===== config.mk =====
export PLATFORM = sky130hd
export DESIGN_NAME = sample_capture_review_buffer
export DESIGN_NICKNAME = d
export VERILOG_FILES = /design/src/design/scrb_pkg.sv /design/src/design/scrb_ctrl.sv /design/src/design/scrb_dp.sv /design/src/design/sample_capture_review_buffer.sv
export SDC_FILE = /design/constraint.sdc
export NUM_CORES = 2
export LEC_CHECK = 0
export ABC_CLOCK_PERIOD_IN_PS = 26600
export BUFFER_PORTS_ARGS = -buffer_cell sky130_fd_sc_hd__buf_2
export CORE_ASPECT_RATIO = 1.4
export CORE_MARGIN = 1
export CORE_UTILIZATION = 30
export CTS_CLUSTER_DIAMETER = 100
export CTS_CLUSTER_SIZE = 10
export DETAILED_ROUTE_END_ITERATION = 7
export PLACE_DENSITY_LB_ADDON = 0.3
export SLEW_MARGIN = 20
export SYNTH_ARGS = -nofsm -noshare
export SYNTH_HDL_FRONTEND = slang
export SYNTH_HIERARCHICAL = 1
export SYNTH_SLANG_ARGS = --single-unit
export TNS_END_PERCENT = 30

===== constraint.sdc =====
create_clock -name clock -period 26.6 [get_ports clock]
set_clock_uncertainty 0.15 [all_clocks]
set_input_delay 2.66 -clock clock [delete_from_list [all_inputs] [get_ports clock]]
set_output_delay 2.66 -clock clock [all_outputs]
set_load 0.01 [all_outputs]

===== src/design/scrb_pkg.sv =====
// Shared types, codes and the sample scaling function for the capture/review buffer.
// No dependencies.
package scrb_pkg;

   // request codes
   typedef enum logic [1:0] {
      REQ_SAMPLE = 2'd0,
      REQ_MODE   = 2'd1,
      REQ_PREV   = 2'd2,
      REQ_NEXT   = 2'd3
   } req_code_type;

   typedef enum logic {
      ST_IDLE,
      ST_RESPOND
   } state_type;

   typedef struct packed {
      logic [1:0] req_type;
      logic [9:0] sample;
   } req_data_type;

   typedef struct packed {
      logic       reviewing;
      logic       stored;
      logic       shown;
      logic [8:0] entry_index;
      logic [7:0] entry_value;
      logic       full_res;
   } rsp_data_type;

   // controller to datapath
   typedef struct packed {
      logic load;
      logic respond;
   } cmd_type;

   // floor(s * 255 / 1023): 255*s by shift and subtract, then divide by
   // 1023 as (p + (p >> 10) + 1) >> 10, exact for p below 1023*1024
   function automatic logic [7:0] scale_sample(input logic [9:0] s);
      logic [17:0] p;
      logic [17:0] t;
      p = ({8'b0, s} << 8) - {8'b0, s};
      t = p + {10'b0, p[17:10]} + 18'd1;
      return t[17:10];
   endfunction

endpackage


===== src/design/scrb_ctrl.sv =====
// Controller for the capture/review buffer: accept, then present one result.
// Depends on scrb_pkg.
module scrb_ctrl (
   input  logic             clock,
   input  logic             reset,
   input  logic             start,
   output logic             busy,
   output scrb_pkg::cmd_type cmd
);
   import scrb_pkg::*;

   state_type state_ff;
   state_type state_in;

   always_ff @(posedge clock) begin
      if (reset) begin
         state_ff <= ST_IDLE;
      end else begin
         state_ff <= state_in;
      end
   end

   always_comb begin
      state_in    = state_ff;
      cmd.load    = 1'b0;
      cmd.respond = 1'b0;
      busy        = 1'b0;
      case (state_ff)
         ST_IDLE: begin
            if (start) begin
               cmd.load = 1'b1;
               state_in = ST_RESPOND;
            end
         end
         ST_RESPOND: begin
            // drive the strobe for one cycle, hold off new transactions
            busy        = 1'b1;
            cmd.respond = 1'b1;
            state_in    = ST_IDLE;
         end
         default: begin
            state_in = ST_IDLE;
         end
      endcase
   end

endmodule


===== src/design/scrb_dp.sv =====
// Datapath for the capture/review buffer: byte store, fill count, cursor, result.
// Depends on scrb_pkg.
module scrb_dp #(
   parameter int DEPTH = 512
) (
   input  logic                   clock,
   input  logic                   reset,
   input  scrb_pkg::cmd_type      cmd,
   input  scrb_pkg::req_data_type req_data,
   output scrb_pkg::rsp_data_type rsp_data
);
   import scrb_pkg::*;

   localparam int IDX_W = $clog2(DEPTH);
   localparam int CNT_W = $clog2(DEPTH + 1);
   localparam logic [CNT_W-1:0] DEPTH_C = CNT_W'(DEPTH);

   logic [7:0] mem [DEPTH];

   logic [CNT_W-1:0] wc_ff, wc_in;
   logic             review_ff, review_in;
   logic [IDX_W-1:0] cursor_ff, cursor_in;
   logic [IDX_W-1:0] last_ff, last_in;

   logic             wr_en;
   logic [7:0]       wr_byte;
   logic [IDX_W-1:0] rd_addr;
   logic             stored_in, shown_in;
   logic [IDX_W-1:0] idx_in;
   logic [IDX_W-1:0] wc_idx, wc_last;

   logic             stored_ff, shown_ff, full_ff, rd_ok_ff;
   logic [IDX_W-1:0] idx_ff;
   logic [7:0]       wr_byte_ff, rd_data_ff;
   logic [IDX_W+8:0] idx_wide;

   assign wc_idx  = wc_ff[IDX_W-1:0];
   assign wc_last = (wc_ff == '0) ? '0 : IDX_W'(wc_ff - CNT_W'(1));
   assign wr_byte = scale_sample(req_data.sample);

   always_comb begin
      wc_in     = wc_ff;
      review_in = review_ff;
      cursor_in = cursor_ff;
      last_in   = last_ff;
      wr_en     = 1'b0;
      rd_addr   = cursor_ff;
      stored_in = 1'b0;
      shown_in  = 1'b0;
      idx_in    = '0;
      case (req_data.req_type)
         REQ_SAMPLE: begin
            if (!review_ff && wc_ff != DEPTH_C) begin
               wr_en     = cmd.load;
               stored_in = 1'b1;
               idx_in    = wc_idx;
               wc_in     = wc_ff + CNT_W'(1);
            end
         end
         REQ_MODE: begin
            if (review_ff) begin
               // drop the fill count: unwritten entries read as zero
               wc_in     = '0;
               review_in = 1'b0;
               cursor_in = '0;
            end else begin
               last_in   = wc_last;
               cursor_in = wc_last;
               review_in = 1'b1;
               shown_in  = 1'b1;
               idx_in    = wc_last;
               rd_addr   = wc_last;
            end
         end
         REQ_PREV: begin
            if (review_ff && cursor_ff != '0) begin
               cursor_in = cursor_ff - IDX_W'(1);
               shown_in  = 1'b1;
               idx_in    = cursor_in;
               rd_addr   = cursor_in;
            end
         end
         REQ_NEXT: begin
            if (review_ff && cursor_ff < last_ff) begin
               cursor_in = cursor_ff + IDX_W'(1);
               shown_in  = 1'b1;
               idx_in    = cursor_in;
               rd_addr   = cursor_in;
            end
         end
         default: begin
            wr_en = 1'b0;
         end
      endcase
   end

   always_ff @(posedge clock) begin
      if (reset) begin
         wc_ff     <= '0;
         review_ff <= 1'b0;
         cursor_ff <= '0;
         last_ff   <= '0;
      end else if (cmd.load) begin
         wc_ff     <= wc_in;
         review_ff <= review_in;
         cursor_ff <= cursor_in;
         last_ff   <= last_in;
      end
   end

   always_ff @(posedge clock) begin
      if (wr_en) begin
         mem[wc_idx] <= wr_byte;
      end
      if (cmd.load) begin
         rd_data_ff <= mem[rd_addr];
      end
   end

   always_ff @(posedge clock) begin
      if (cmd.load) begin
         stored_ff  <= stored_in;
         shown_ff   <= shown_in;
         idx_ff     <= idx_in;
         wr_byte_ff <= wr_byte;
         rd_ok_ff   <= CNT_W'(rd_addr) < wc_ff;
         full_ff    <= wc_in == DEPTH_C;
      end
   end

   assign idx_wide = {9'b0, idx_ff};

   always_comb begin
      rsp_data.reviewing   = review_ff;
      rsp_data.stored      = stored_ff;
      rsp_data.shown       = shown_ff;
      rsp_data.entry_index = (stored_ff || shown_ff) ? idx_wide[8:0] : 9'd0;
      rsp_data.full_res    = full_ff;
      if (stored_ff) begin
         rsp_data.entry_value = wr_byte_ff;
      end else if (shown_ff && rd_ok_ff) begin
         rsp_data.entry_value = rd_data_ff;
      end else begin
         rsp_data.entry_value = 8'd0;
      end
   end

endmodule


===== src/design/sample_capture_review_buffer.sv =====
// Sample capture and review buffer, top level.
// The result strobe is raised in the cycle after the accepting one.
// No overlap: each transaction is accepted, then its result cycle holds busy.
// Leaving review needs no clearing pass: a fill count marks the valid entries.
// Reset (synchronous, active high) returns to capture mode with an empty store.
// Results cannot be stalled; rsp_data holds each until the next accept.
module sample_capture_review_buffer #(
   parameter int DEPTH = 512
) (
   input  logic                   clock,
   input  logic                   reset,
   input  logic                   start,
   output logic                   busy,
   input  scrb_pkg::req_data_type req_data,
   output logic                   rsp_valid,
   output scrb_pkg::rsp_data_type rsp_data
);
   import scrb_pkg::*;

   cmd_type cmd;

   // Controller: accept a transaction when idle, then raise the result strobe
   // for exactly one cycle while holding busy.
   scrb_ctrl u_ctrl (
      .clock (clock),
      .reset (reset),
      .start (start),
      .busy  (busy),
      .cmd   (cmd)
   );

   // Datapath: the byte store is written at the fill count while capturing;
   // review reads are registered on the accepting edge and shown next cycle.
   // Entries at or beyond the fill count read as zero, which stands in for
   // the cleared store after reset and after leaving review.
   scrb_dp #(
      .DEPTH (DEPTH)
   ) u_dp (
      .clock    (clock),
      .reset    (reset),
      .cmd      (cmd),
      .req_data (req_data),
      .rsp_data (rsp_data)
   );

   assign rsp_valid = cmd.respond;

endmodule


==> flow_summary.json <==
{
  "syn_nets": 13300,
  "post_cts_buffers": 0,
  "combinationalPowerShare_pct": 16.3,
  "cp_num_cells": 25,
  "synthDistinctLibCells": 94,
  "placed_area_um2": 178000,
  "fin_util_pct": 33.8,
  "cp.arrival_ps": 11470,
  "rows": 326,
  "crit_required_ps": 27080,
  "syn-instance-count": 13300,
  "power_density_nw_per_um2": 80.8,
  "vdd_ir_drop_max_uv": 53.0,
  "critPathSlowestCell": "buf_4",
  "first_global_vias": 105000,
  "nFillCells": 54800,
  "rsz0062_at_grt": "false",
  "syn_to_final_growth_pct": 12.2,
  "drt-total-wl_um": 578000,
  "gp_congestion": 0.852,
  "insertion_delay_ps": 990,
  "viasPerCell": 5.35,
  "synth_edf_count": 4125,
  "synth-xor-area-share_pct": 0.150,
  "status": "finished, final reports clean",
  "worst_slack_ps": 15610,
  "relSlewSlack_pct": 14.5,
  "grt_start_max_net_pins": 195,
  "synth_top_family_by_area": "simple AND/OR/NAND/NOR gates",
  "p_seq_share_pct": 47.8,
  "port_buffers": 37,
  "vias": 111000,
  "yosys_register_bits": 4155,
  "crit_family": "buffers and inverters",
  "core_area_um2": 563000,
  "setup_tns_ps": 0,
  "yosys_warnings": 6,
  "drive_gt1_share_pct": 7.53,
  "clock.fmax_mhz": 91.0,
  "cts_root_buffer": "clkbuf_16",
  "drt_iter0_drc": 12300,
  "switching_share_pct": 28.4,
  "synth-simple-area-share_pct": 16.6,
  "cpMostUsedCell": "buf_4",
  "synthAdderAreaFrac_pct": 0.265,
  "drv_slew": 0,
  "slowest_delay_ps": 910,
  "clockPowerShare_pct": 35.8,
  "power_w": 0.0154,
  "power.internal_w": 0.0110,
  "start_kind": "input pin",
  "finalCritPeriodShare_pct": 41.3,
  "dieArea_um2": 569000,
  "power.switching_w": 0.00437,
  "cts_htree_levels": 5,
  "worstRegToRegCells": 21,
  "track_usage_pct": 19.6,
  "cellLeakagePower_nw": 63.1,
  "drv_cap": 0,
  "post_drt_wl_per_cell_um": 27.9,
  "syn_area_um2": 170000,
  "cp_num_buf_inv": 7,
  "die_height_um": 892,
  "ant_nets": 0,
  "initial_utilization_pct": 30.1,
  "final_area_um2": 190000,
  "hold_viol": 0,
  "ios": 38,
  "cts_repair_resize_count": 0,
  "cts_sinks": 4155,
  "nets": 13200,
  "ys.flop_type": "edfxtp_1",
  "path_clk_slew_ps": 60,
  "cp_max_fo": 88,
  "grt_first_pass_wirelength_um": 812000,
  "r2r_setup_slack_ps": 16550,
  "antenna_found_initial": 40,
  "hold_path_depth": 2,
  "async_reset_ff_share_pct": 0,
  "critPathCaptureType": "register",
  "yosysSeqAreaShare_pct": 73.3,
  "final_common_cell": "edfxtp_1",
  "tritoncts": "yes",
  "syn_avg_cell_area_um2": 12.8,
  "ctsHoldBuffers": 0,
  "clockBufferDepth": 4,
  "die_w_um": 638,
  "dp_hpwl_um": 338000,
  "synth-compound-area-share_pct": 5.14,
  "worst_pin_slew_ps": 1270,
  "min_period_ps": 10990,
  "drtPass1Iterations": 6,
  "overflow": 0,
  "synthMuxAreaShare_pct": 1.90,
  "mostFrequentLayoutCells": "edfxtp_1, nand2_1, nand3_1",
  "crit_type": "in -> reg",
  "hp-class": "reg -> reg",
  "pre_cts_ws_ps": 14860,
  "finalSetupViolCount": 0,
  "cts_buffers": 459,
  "drcViolationCount": 0
}
-- logic make-up after synthesis --
| kind of cell | count (synthesis) |
|---|---|
| xor+xnor | 29 |
| mux | 273 |
| flops | 4155 |
| fa+ha+maj | 36 |
| buf+inv | 998 |
| compound gates | 1147 |
| simple gates | 6631 |
-- final cells by class --
class | instances | area, um^2 | area share, %
well taps | 7544 | 9440 | 4.96
multi-input cells | 8116 | 41500 | 21.8
diodes | 21 | 52.6 | 0.0276
repair buffers | 336 | 2790 | 1.46
flip-flops and latches | 4155 | 124000 | 65.4
inverters | 50 | 226 | 0.119
clock buffers | 476 | 11700 | 6.14
clock inverters | 17 | 251 | 0.132
-- cells in the mapped netlist, types with 8 or more instances --
cell / count / area share (%)
a2111oi_0: 10 / 0.052
a211oi_1: 35 / 0.15
a21boi_0: 8 / 0.035
a21o_1: 17 / 0.075
a21oi_1: 123 / 0.36
a221oi_1: 9 / 0.046
a22o_1: 11 / 0.057
a22oi_1: 32 / 0.14
a311oi_1: 433 / 2.2
a31o_2: 12 / 0.062
a31oi_1: 173 / 0.64
a32o_1: 13 / 0.077
a32oi_1: 33 / 0.17
and3_1: 307 / 1.1
buf_1: 146 / 0.32
buf_2: 427 / 1.3
buf_4: 24 / 0.11
clkbuf_1: 349 / 0.77
dfxtp_1: 30 / 0.35
edfxtp_1: 4125 / 73
ha_1: 36 / 0.27
inv_1: 41 / 0.091
mux2i_1: 231 / 1.4
mux4_2: 39 / 0.52
nand2_1: 3817 / 8.4
nand3_1: 1679 / 5.0
nand4_1: 17 / 0.063
nor2_1: 650 / 1.4
nor2b_1: 19 / 0.070
nor3_1: 68 / 0.20
nor4_1: 14 / 0.052
o2111ai_1: 11 / 0.057
o211ai_1: 24 / 0.11
o21ai_0: 91 / 0.27
o22ai_1: 11 / 0.041
o31ai_1: 19 / 0.084
or3_1: 13 / 0.048
xnor2_1: 19 / 0.098
xor2_1: 10 / 0.052
-- worst paths after layout --
| check | to | from |
|---|---|---|
| max reg2reg | u_dp/rd_data_ff[0] | u_dp/cursor_ff[6] |
| max | u_dp/mem[496][6] | req_data[2] |
| min reg2reg | u_dp/last_ff[3] | u_dp/last_ff[3] |
| min | u_dp/last_ff[3] | u_dp/last_ff[3] |
-- power groups by stage --
stage	clock network [W]	registers (W)	logic (W)
floorplan	0	0.00769	0.00139
global placement	0	0.00750	0.00249
detailed placement	0	0.00750	0.00250
CTS	0.00560	0.00736	0.00251
global route	0.00581	0.00736	0.00264
finish	0.00551	0.00736	0.00252
-- flip-flops by register name (all words and copies together), names as in the netlist, 8 cells and up --
register	cells
u_dp/cursor_ff	9
u_dp/idx_ff	9
u_dp/last_ff	9
u_dp/mem	4096
u_dp/rd_data_ff	8
u_dp/wc_ff	10
u_dp/wr_byte_ff	8
-- routing by layer --
metal,vias up,GRT usage (%),share of wire (%),wire length (um)
met2,4888,33.1,49,282000
met1,56600,23.9,37,215000
met3,1206,2.95,7.4,42800
met4,18,11.5,6.6,38200
met5,-,0,0.024,137
li1,48100,-,-,-
-- worst reg2reg max path: cells and delay by family (launching register included) --
kind                     cells  cell delay [ps]
flip-flops                   1              670
multiplexers                 1               80
AND/OR/NAND/NOR              4             1090
adder cells (fa/ha/maj)      2              540
buffers and inverters        5             2750
AO/OA/AOI/OAI                9             4630
-- stage by stage --
stage	hold WS, ps	std cells
floorplan	286	13300
CTS	326	20700
finish	329	20700
global placement	298	20200
global route	354	20700
detailed placement	318	20200
Note: power is estimated with default switching activity, not from simulation.
